## config.mk

```make
export PLATFORM = sky130hd
export DESIGN_NAME = dlle_ctrl
export DESIGN_NICKNAME = d
export VERILOG_FILES = /design/src/rtl/core/dlle_pkg.sv /design/src/rtl/core/dlle_ctrl.sv
export SDC_FILE = /design/constraint.sdc
export NUM_CORES = 1
export LEC_CHECK = 0
export BUFFER_PORTS_ARGS = -buffer_cell sky130_fd_sc_hd__buf_4
export CORE_AREA = 2 2 39 41
export DETAILED_ROUTE_END_ITERATION = 8
export DIE_AREA = 0 0 41 43
export REMOVE_ABC_BUFFERS = 1
export SLEW_MARGIN = 25
export SYNTH_ARGS = -nofsm -noshare
export SYNTH_HDL_FRONTEND = slang
export SYNTH_SLANG_ARGS = --single-unit
```

## constraint.sdc

```tcl
create_clock -name clk -period 2 [get_ports clk]
set_input_delay 0.2 -clock clk [delete_from_list [all_inputs] [get_ports clk]]
set_output_delay 0.2 -clock clk [all_outputs]
set_load 0.01 [all_outputs]
```

## src/rtl/core/dlle_pkg.sv

```systemverilog
// Shared types and constants for the doubly linked list engine.
`default_nettype none
package dlle_pkg;
  localparam int OP_W = 5;
  localparam int VAL_W = 32;
  localparam int ST_W = 2;

  localparam logic [OP_W-1:0] OP_CLEAR    = 5'd0;
  localparam logic [OP_W-1:0] OP_INS_HEAD = 5'd1;
  localparam logic [OP_W-1:0] OP_INS_TAIL = 5'd2;
  localparam logic [OP_W-1:0] OP_CUR_HEAD = 5'd3;
  localparam logic [OP_W-1:0] OP_CUR_TAIL = 5'd4;
  localparam logic [OP_W-1:0] OP_RD_HEAD  = 5'd5;
  localparam logic [OP_W-1:0] OP_RD_TAIL  = 5'd6;
  localparam logic [OP_W-1:0] OP_DEL_HEAD = 5'd7;
  localparam logic [OP_W-1:0] OP_DEL_TAIL = 5'd8;
  localparam logic [OP_W-1:0] OP_DEL_AFT  = 5'd9;
  localparam logic [OP_W-1:0] OP_DEL_BEF  = 5'd10;
  localparam logic [OP_W-1:0] OP_INS_AFT  = 5'd11;
  localparam logic [OP_W-1:0] OP_INS_BEF  = 5'd12;
  localparam logic [OP_W-1:0] OP_RD_CUR   = 5'd13;
  localparam logic [OP_W-1:0] OP_WR_CUR   = 5'd14;
  localparam logic [OP_W-1:0] OP_NEXT     = 5'd15;
  localparam logic [OP_W-1:0] OP_PREV     = 5'd16;

  localparam logic [ST_W-1:0] ST_OK    = 2'd0;
  localparam logic [ST_W-1:0] ST_EMPTY = 2'd1;
  localparam logic [ST_W-1:0] ST_FULL  = 2'd2;

  // controller -> datapath
  typedef struct packed {
    logic load;     // capture request
    logic fetch;    // read memories at the first operand
    logic link;     // read links of the fetched node's neighbours
    logic execute;  // do the link update
    logic emit;     // present result
  } dlle_cmd_t;

  // datapath -> controller
  typedef struct packed {
    logic out_busy;
  } dlle_stat_t;
endpackage
`default_nettype wire

```

## src/rtl/core/dlle_ctrl.sv

```systemverilog
// Sequencer stepping each request through load, fetch, link, execute and emit.
`default_nettype none
module dlle_ctrl (
  input  wire logic               clk,
  input  wire logic               rst,
  input  wire logic               in_valid,
  output logic                    in_ready,
  input  wire dlle_pkg::dlle_stat_t stat,
  output dlle_pkg::dlle_cmd_t     cmd
);
  localparam logic [2:0] S_IDLE = 3'd0;
  localparam logic [2:0] S_FETCH = 3'd1;
  localparam logic [2:0] S_LINK = 3'd2;
  localparam logic [2:0] S_EXEC = 3'd3;
  localparam logic [2:0] S_EMIT = 3'd4;

  logic [2:0] state, state_next;

  assign in_ready = (state == S_IDLE);

  always_comb begin
    state_next = state;
    cmd = '0;
    unique case (state)
      S_IDLE: if (in_valid) begin
        cmd.load = 1'b1;
        state_next = S_FETCH;
      end
      S_FETCH: begin
        cmd.fetch = 1'b1;
        state_next = S_LINK;
      end
      S_LINK: begin
        cmd.link = 1'b1;
        state_next = S_EXEC;
      end
      S_EXEC: begin
        cmd.execute = 1'b1;
        state_next = S_EMIT;
      end
      S_EMIT: if (!stat.out_busy) begin
        cmd.emit = 1'b1;
        state_next = S_IDLE;
      end
      default: state_next = S_IDLE;
    endcase
  end

  always_ff @(posedge clk) begin
    if (rst) state <= S_IDLE;
    else state <= state_next;
  end

  a_emit_only_free: assert property (@(posedge clk) disable iff (rst)
    cmd.emit |-> !stat.out_busy) else $error("emit while output held");
  a_load_then_fetch: assert property (@(posedge clk) disable iff (rst)
    cmd.load |=> cmd.fetch) else $error("fetch did not follow load");
  a_fetch_then_link: assert property (@(posedge clk) disable iff (rst)
    cmd.fetch |=> cmd.link) else $error("link read did not follow fetch");
  a_link_then_exec: assert property (@(posedge clk) disable iff (rst)
    cmd.link |=> cmd.execute) else $error("execute did not follow link read");
endmodule
`default_nettype wire

```

==> impl_metrics.env, run 1 <==
export IMPL_status="completed"
export IMPL_use_met2_pct=5.94
export IMPL_synthAdderAreaFrac_pct=0
export IMPL_drv_cap=0
export IMPL_arrival_ns=1.12
export IMPL_syn_area_per_cell_um2=9.42
export IMPL_postLayoutCoreUtil_pct=19.1
export IMPL_synth_seq_cells=3
export IMPL_final_cell_mix="buf_4, clkbuf_4, dfxtp_1"
export IMPL_io_buffers=9
export IMPL_hold_start="rst"
export IMPL_cts_hold_buffers=0
export IMPL_wl_per_cell_um=8.66
export IMPL_dieHeight_um=43
export IMPL_p_leak_nw=0.125
export IMPL_core_um2=1380
export IMPL_synth_warnings=0
export IMPL_grt_pass1_wl_um=524
export IMPL_rsz0062_at_grt="no"
export IMPL_crit_required_ns=1.80
export IMPL_ant_nets=0
export IMPL_drtIter0Drc=2
export IMPL_clockBufferDepth=2
export IMPL_htree_levels=1
export IMPL_synthToLayoutAreaGrowth_pct=64.8
export IMPL_grt_util_met1_pct=4.79
export IMPL_met3_usage_pct=0
export IMPL_ys_types=12
export IMPL_syn_inst=17
export IMPL_vias_per_cell=3.64
export IMPL_cts_sinks=3
export IMPL_synth_seq_area_share_pct=37.5
export IMPL_setup_ws_ns=0.675
export IMPL_initial_utilization_pct=11.6
export IMPL_cts_tree="yes"
export IMPL_clock_tree_root_cell="clkbuf_4"
export IMPL_routed_wl_um=381
export IMPL_yosys_area_top_type_share_pct=37.5
export IMPL_std_cell_rows=14
export IMPL_skew_ns=0.00151
export IMPL_layout_drive_gt1_share_pct=42.9
export IMPL_power_mw=0.232
export IMPL_finalCritPeriodShare_pct=66.2
export IMPL_postCtsResizedCells=0
export IMPL_final_common_cell="buf_4"
export IMPL_ir_drop_uv=135
export IMPL_post_route_min_period_ns=1.32
export IMPL_die_area_um2=1760
export IMPL_drt_first_pass_iters=2
export IMPL_diodes=0
export IMPL_antenna_found_initial=0
export IMPL_max_freq_mhz=755
export IMPL_ios=10
export IMPL_clk_pin_slew_ns=0.04
export IMPL_busiest_layer="met4"
export IMPL_slew_headroom_pct=83.7
export IMPL_grt_use_total_pct=5.21
export IMPL_setup_viol=0
export IMPL_crit_fanout=8
export IMPL_worst_pin_slew_ns=0.240
export IMPL_cp_start_kind="register"
export IMPL_rrSetupSlack_ns=1.03
export IMPL_grt_max_degree=9
export IMPL_top_regs="state (3)"
export IMPL_vias=160
export IMPL_critical_path_class="reg2out"
export IMPL_r2r_start="state[1]$_SDFFE_PP0P_"
export IMPL_largest_reg_flops=3
export IMPL_numCtsBuffers=3
export IMPL_dpl_worst_slack_ns=0.925
export IMPL_end_kind="output port"
export IMPL_cts_post_setup_buffers_inserted=0
export IMPL_yosys_area_share_simple_pct=44.5
export IMPL_final_nets=33
export IMPL_overflow=0
export IMPL_synth_xor_area_share_pct=5.47
export IMPL_gp_congestion=0.579
export IMPL_synth_top_family_by_area="simple AND/OR/NAND/NOR gates"
export IMPL_hp_class="in2reg"
export IMPL_syn_area_um2=160
export IMPL_p_per_area_nw_per_um2=881
export IMPL_die_x_um=41
export IMPL_grt_pass1_vias=148
export IMPL_hold_viol_final=0
export IMPL_muxShareOfSynthArea_pct=0
export IMPL_synth_compound_area_share_pct=6.25
export IMPL_clk_latency_ns=0.23
export IMPL_synth_top_cell_by_area="dfxtp_1"
export IMPL_synthTopCellsByArea="dfxtp_1, nor3b_1, and4bb_1"
export IMPL_largest_register="state"
export IMPL_startpoint="state[0]$_SDFFE_PP0P_"
export IMPL_tns_ns=0
export IMPL_route_detailed_drc=0
export IMPL_slew_viol_final=0
-- worst max-delay path, stage by stage, from the launching register on --
cell and delay [ns]:
dfxtp_1 0.36, nor3_1 0.25, and2_1 0.16, buf_4 0.11
-- path summary, 6_finish.rpt --
path / to / cells past startpoint
hold reg to reg: state[0]$_SDFFE_PP0P_ / 1
setup / recovery: cmd[4] / 3
setup reg to reg: state[2]$_SDFFE_PP0P_ / 2
hold / removal: state[1]$_SDFFE_PP0P_ / 2
-- cells in the mapped netlist --
library cell,number
nor3_1,2
buf_2,2
nor3b_1,2
nor4b_1,1
nor4_1,1
o21ba_1,1
and4bb_1,1
dfxtp_1,3
nor2_1,1
and2_1,1
and3b_1,1
xnor2_1,1
-- area by class of cell --
class	count	area, µm²
Timing Repair Buffer	9	67.6
Clock buffer	4	26.3
Sequential cell	3	60.1
Fill cell	155	1120
Tap cell	16	20.0
Multi-Input combinational cell	12	90.1
-- per-layer routing --
| metal | part of all wire [%] | vias up |
|---|---|---|
| met5 | 0 | - |
| met3 | 4.7 | 2 |
| met2 | 53 | 5 |
| met4 | 4.5 | 0 |
| li1 | - | 85 |
| met1 | 38 | 68 |
-- per-stage QoR --
stage | hold WS [ns] | instances | cell area, µm²
floorplan | 0.277 | 15 | 150
CTS | 0.137 | 44 | 264
finish | 0.145 | 44 | 264
global placement | 0.387 | 40 | 238
detailed placement | 0.387 | 40 | 238
global route | 0.141 | 44 | 264
-- power by group --
group | leakage [nW] | total, mW | switching [mW] | internal (mW)
Sequential | 0.0246 | 0.0761 | 0.0105 | 0.0656
Clock | 0.0150 | 0.107 | 0.0322 | 0.0748
Combinational | 0.0856 | 0.0493 | 0.0186 | 0.0308
-- logic make-up (layout without fill, tap and decap cells) --
| kind of cell | count (synthesis) | after routing |
|---|---|---|
| flip-flops | 3 | 3 |
| AND/OR/NAND/NOR | 10 | 10 |
| XOR/XNOR | 1 | 1 |
| buffers and inverters | 2 | 13 |
| AO/OA/AOI/OAI | 1 | 1 |
Note: power is estimated with default switching activity, not from simulation.
==> run 2, diff against run 1 <==
==> constraint.sdc (replaced) <==
create_clock -name clk -period 1.3 [get_ports clk]
set_input_delay 0.13 -clock clk [delete_from_list [all_inputs] [get_ports clk]]
set_output_delay 0.13 -clock clk [all_outputs]
set_load 0.01 [all_outputs]
==> run 2 against run 1 <==
  * Final cell count stayed put
  * Sequential power is 52% higher
  * Critical path depth stayed put
  * Largest power group unchanged
  * Clock power is 50% higher
  * Routed wire length is 11% lower
  * First-iteration DRC count is 50% higher
  * Utilization stayed put
  * Die area stayed put
  * Register-to-register slack worse by 0.67 ns
==> impl_metrics.env, run 2 (synthesis gave the netlist of run 1 again) <==
export IMPL_clock_tree_root_cell="clkbuf_4"
export IMPL_numCtsBuffers=3
export IMPL_r2r_cells=2
export IMPL_setup_ws_ns=0.0734
export IMPL_multi_input_area_um2=90.1
export IMPL_power_mw=0.353
export IMPL_setup_viol=0
export IMPL_layout_drive_gt1_share_pct=42.9
export IMPL_rsz0062_at_grt="yes"
export IMPL_rrSetupSlack_ns=0.36
export IMPL_drtIter0Drc=3
export IMPL_fillers=164
export IMPL_overflow=0
export IMPL_ios=10
export IMPL_largest_register="state"
export IMPL_p_leak_nw=0.125
export IMPL_initial_utilization_pct=11.6
export IMPL_core_um2=1380
export IMPL_wl_per_cell_um=7.68
export IMPL_vias=161
export IMPL_grt_pass1_vias=151
export IMPL_endpoint="cmd[4]"
export IMPL_top_regs="state (3)"
export IMPL_hold_viol_final=0
export IMPL_clk_pin_slew_ns=0.03
export IMPL_startpoint="state[0]$_SDFFE_PP0P_"
export IMPL_synthToLayoutAreaGrowth_pct=64.8
export IMPL_gp_congestion=0.571
export IMPL_slew_headroom_pct=83.8
export IMPL_critical_path_class="reg2out"
export IMPL_worst_pin_slew_ns=0.240
export IMPL_htree_levels=1
export IMPL_clockBufferDepth=2
export IMPL_largest_reg_flops=3
export IMPL_finalCritPeriodShare_pct=94.4
export IMPL_p_per_area_nw_per_um2=1340
export IMPL_die_x_um=41
export IMPL_routed_wl_um=338
export IMPL_route_detailed_drc=0
export IMPL_clk_latency_ns=0.23
export IMPL_std_cell_rows=14
export IMPL_hp_class="in2reg"
export IMPL_regArea_um2=60.1
export IMPL_arrival_ns=1.10
export IMPL_min_delay_path_depth=2
export IMPL_crit_fanout=8
export IMPL_cts_post_setup_buffers_inserted=0
export IMPL_dieHeight_um=43
export IMPL_grt_use_total_pct=5.72
export IMPL_slew_viol_final=0
export IMPL_vias_per_cell=3.66
export IMPL_antenna_found_initial=0
export IMPL_ant_nets=0
export IMPL_status="completed"
export IMPL_drt_first_pass_iters=2
export IMPL_max_freq_mhz=815
export IMPL_die_area_um2=1760
export IMPL_whs_ns=0.0812
export IMPL_end_kind="output port"
export IMPL_dpl_worst_slack_ns=0.309
export IMPL_ir_drop_uv=292
export IMPL_drv_cap=0
export IMPL_final_common_cell="buf_4"
export IMPL_cp_start_kind="register"
export IMPL_post_route_min_period_ns=1.23
export IMPL_r2r_start="state[1]$_SDFFE_PP0P_"
export IMPL_io_buffers=9
export IMPL_cts_tree="yes"
export IMPL_cts_sinks=3
export IMPL_grt_max_degree=9
export IMPL_final_nets=33
export IMPL_diodes=0
export IMPL_skew_ns=0.00254
export IMPL_crit_required_ns=1.17
export IMPL_final_cell_mix="buf_4, clkbuf_4, dfxtp_1"
export IMPL_reg2reg_to="state[2]$_SDFFE_PP0P_"
export IMPL_cts_hold_buffers=0
export IMPL_grt_pass1_wl_um=579
==> run 2: cell counts in the layout (fill, tap and decap cells not counted) <==
No cell type changed its count.
==> run 2: worst max-delay path, stage by stage (launching register included) <==
cell	delay, ns
dfxtp_1	0.36
nor3_1	0.24
and2_1	0.16
buf_4	0.11
==> run 2: layer usage <==
metal  vias up  GRT usage (%)  share of wire (%)
met1        71           5.47                 41
met3         0           4.71                5.9
met2         5           5.94                 53
met4         0           8.00                  0
li1         85              -                  -
met5         -              0                  0
==> run 2: final cells by class <==
cell class | count | area share, %
clock buffer | 4 | 9.95
timing repair buffer | 9 | 25.6
multi-input combinational | 12 | 34.1
sequential | 3 | 22.7
tap | 16 | 7.58
==> run 2: worst min-delay path by stage <==
stage	startpoint	to	slack, ns
after floorplan	rst	state[1]$_SDFFE_PP0P_	0.21
after global placement	rst	state[1]$_SDFFE_PP0P_	0.32
after detailed placement	rst	state[1]$_SDFFE_PP0P_	0.32
after CTS	rst	state[1]$_SDFFE_PP0P_	0.07
after global routing	rst	state[1]$_SDFFE_PP0P_	0.07
final	rst	state[0]$_SDFFE_PP0P_	0.08
==> run 2: what timing repair did <==
action / CTS / global route
endpoints found under the setup margin: 0 / 3
gates resized for setup: 0 / 0
hold endpoints to repair: 0 / 0
==> run 2: where the power goes <==
| group | internal (mW) | total, mW | switching, mW |
|---|---|---|---|
| combinational | 0.0474 | 0.0768 | 0.0294 |
| clock | 0.115 | 0.160 | 0.0457 |
| sequential | 0.101 | 0.116 | 0.0145 |
| total | 0.263 | 0.353 | 0.0895 |
==> run 2: stage by stage <==
stage	instances	util (%)	TNS [ns]	instance area (µm²)
floorplan	15	-	0	150
CTS	44	19.1	0	264
finish	44	19.1	0	264
global route	44	19.1	-0.0998	264
global placement	40	17.2	0	238
detailed placement	40	17.2	0	238
==> run 3, diff against run 2 <==
--- a/config.mk
+++ b/config.mk
@@ -9,6 +9,7 @@
 export CORE_AREA = 2 2 39 41
 export DETAILED_ROUTE_END_ITERATION = 8
 export DIE_AREA = 0 0 41 43
+export MAX_ROUTING_LAYER = met4
 export REMOVE_ABC_BUFFERS = 1
 export SLEW_MARGIN = 25
 export SYNTH_ARGS = -nofsm -noshare
==> run 3 against run 2 <==
  * Hold slack barely moved
  * First-iteration DRC count fell by 33%
  * Die area did not move
  * Worst setup slack got worse by 0.00068 ns
  * Via count did not move
  * Power barely moved
  * Count of clock-buffer cells in the layout did not move
  * Sequential share of layout area did not move
  * Clock skew did not move
  * Final cell count did not move
  * Sequential cell count did not move
==> impl_metrics.env, run 3 (synthesis gave the netlist of run 1 again) <==
export IMPL_switching_share_pct=25.4
export IMPL_skew_ns=0.00254
export IMPL_routed_wl_um=335
export IMPL_final_cell_mix="buf_4, clkbuf_4, dfxtp_1"
export IMPL_die_x_um=41
export IMPL_std_cell_rows=14
export IMPL_post_place_cells=40
export IMPL_initial_utilization_pct=11.6
export IMPL_layout_drive_gt1_share_pct=42.9
export IMPL_grt_util_met1_pct=5.47
export IMPL_grt_pass1_vias=153
export IMPL_setup_viol=0
export IMPL_clockBufferDepth=2
export IMPL_hp_class="in2reg"
export IMPL_crit_required_ns=1.17
export IMPL_grt_use_total_pct=5.86
export IMPL_p_int_mw=0.263
export IMPL_largest_register="state"
export IMPL_tns_ns=0
export IMPL_largest_reg_flops=3
export IMPL_cts_tree="yes"
export IMPL_status="completed"
export IMPL_crit_fanout=8
export IMPL_vias_per_cell=3.66
export IMPL_finalCritPeriodShare_pct=94.4
export IMPL_dpl_worst_slack_ns=0.309
export IMPL_fillers=164
export IMPL_layoutNonFillerInstCount=44
export IMPL_worst_pin_slew_ns=0.240
export IMPL_grt_max_degree=9
export IMPL_die_area_um2=1760
export IMPL_htree_levels=1
export IMPL_clk_latency_ns=0.23
export IMPL_max_freq_mhz=815
export IMPL_numCtsBuffers=3
export IMPL_busiest_layer="met4"
export IMPL_critPathMaxStageDelay_ns=0.36
export IMPL_post_route_min_period_ns=1.23
export IMPL_met3_usage_pct=4.71
export IMPL_drv_cap=0
export IMPL_core_um2=1380
export IMPL_grt_pass1_wl_um=579
export IMPL_drt_first_pass_iters=2
export IMPL_design_area_um2=264
export IMPL_drtIter0Drc=2
export IMPL_wl_per_cell_um=7.61
export IMPL_p_leak_nw=0.125
export IMPL_overflow=0
export IMPL_ios=10
export IMPL_critical_path_class="reg2out"
export IMPL_top_regs="state (3)"
export IMPL_clock_tree_root_cell="clkbuf_4"
export IMPL_cts_post_setup_buffers_inserted=0
export IMPL_setup_ws_ns=0.0728
export IMPL_slew_viol_final=0
export IMPL_final_common_cell="buf_4"
export IMPL_dieHeight_um=43
export IMPL_clk_pin_slew_ns=0.03
export IMPL_gp_congestion=0.573
export IMPL_cts_sinks=3
export IMPL_use_met2_pct=5.94
export IMPL_multi_input_area_um2=90.1
export IMPL_slew_headroom_pct=83.8
export IMPL_ant_nets=0
export IMPL_regArea_um2=60.1
export IMPL_synthToLayoutAreaGrowth_pct=64.8
export IMPL_seq_power_share_pct=32.8
export IMPL_power_mw=0.353
export IMPL_cp_start_kind="register"
export IMPL_r2r_cells=2
export IMPL_io_buffers=9
export IMPL_ir_drop_uv=292
export IMPL_hold_viol_final=0
export IMPL_path_buf_inv=1
export IMPL_vias=161
export IMPL_path_delay_family="simple AND/OR/NAND/NOR gates"
export IMPL_final_nets=33
export IMPL_antenna_found_initial=0
export IMPL_rsz0062_at_grt="yes"
export IMPL_p_comb_share_pct=21.8
export IMPL_end_kind="output port"
export IMPL_cp_depth=3
export IMPL_diodes=0
export IMPL_p_per_area_nw_per_um2=1340
export IMPL_route_detailed_drc=0
export IMPL_postCtsResizedCells=0
export IMPL_arrival_ns=1.10
export IMPL_crit_slowest_cell="dfxtp_1"
export IMPL_cts_hold_buffers=0
export IMPL_switching_power_mw=0.0895
export IMPL_p_clk_share_pct=45.5
export IMPL_min_delay_path_depth=2
export IMPL_path_cells="nor3_1 -> and2_1 -> buf_4"
export IMPL_place_area_um2=238
==> run 3: per-layer routing <==
metal	vias up	wire length, µm
met4	0	0
met5	-	0
li1	86	-
met3	0	20
met1	70	136
met2	5	179
==> run 3: stage by stage <==
step	util, %	hold WS (ns)
6_report	19.1	0.0812
5_1_grt	19.1	0.0702
4_1_cts	19.1	0.0743
3_5_place_dp	17.2	0.321
3_3_place_gp	17.2	0.318
2_1_floorplan	-	0.207
==> run 3: layout make-up <==
class,count,area share [%]
repair buffers,9,25.6
clock buffers,4,9.95
flip-flops and latches,3,22.7
well taps,16,7.58
multi-input cells,12,34.1
==> run 3: power groups by stage <==
stage	Sequential (mW)	Combinational (mW)	Clock [mW]
floorplan	0.114	0.0387	0
detailed placement	0.117	0.0780	0
finish	0.116	0.0768	0.160
global placement	0.117	0.0781	0
CTS	0.116	0.0783	0.171
global route	0.118	0.0853	0.185
==> run 3: final timing paths <==
check | endpoint | from | slack [ns]
max reg2reg | state[2]$_SDFFE_PP0P_ | state[1]$_SDFFE_PP0P_ | 0.36
min reg2reg | state[0]$_SDFFE_PP0P_ | state[2]$_SDFFE_PP0P_ | 0.56
min | state[0]$_SDFFE_PP0P_ | rst | 0.08
max | cmd[4] | state[0]$_SDFFE_PP0P_ | 0.07
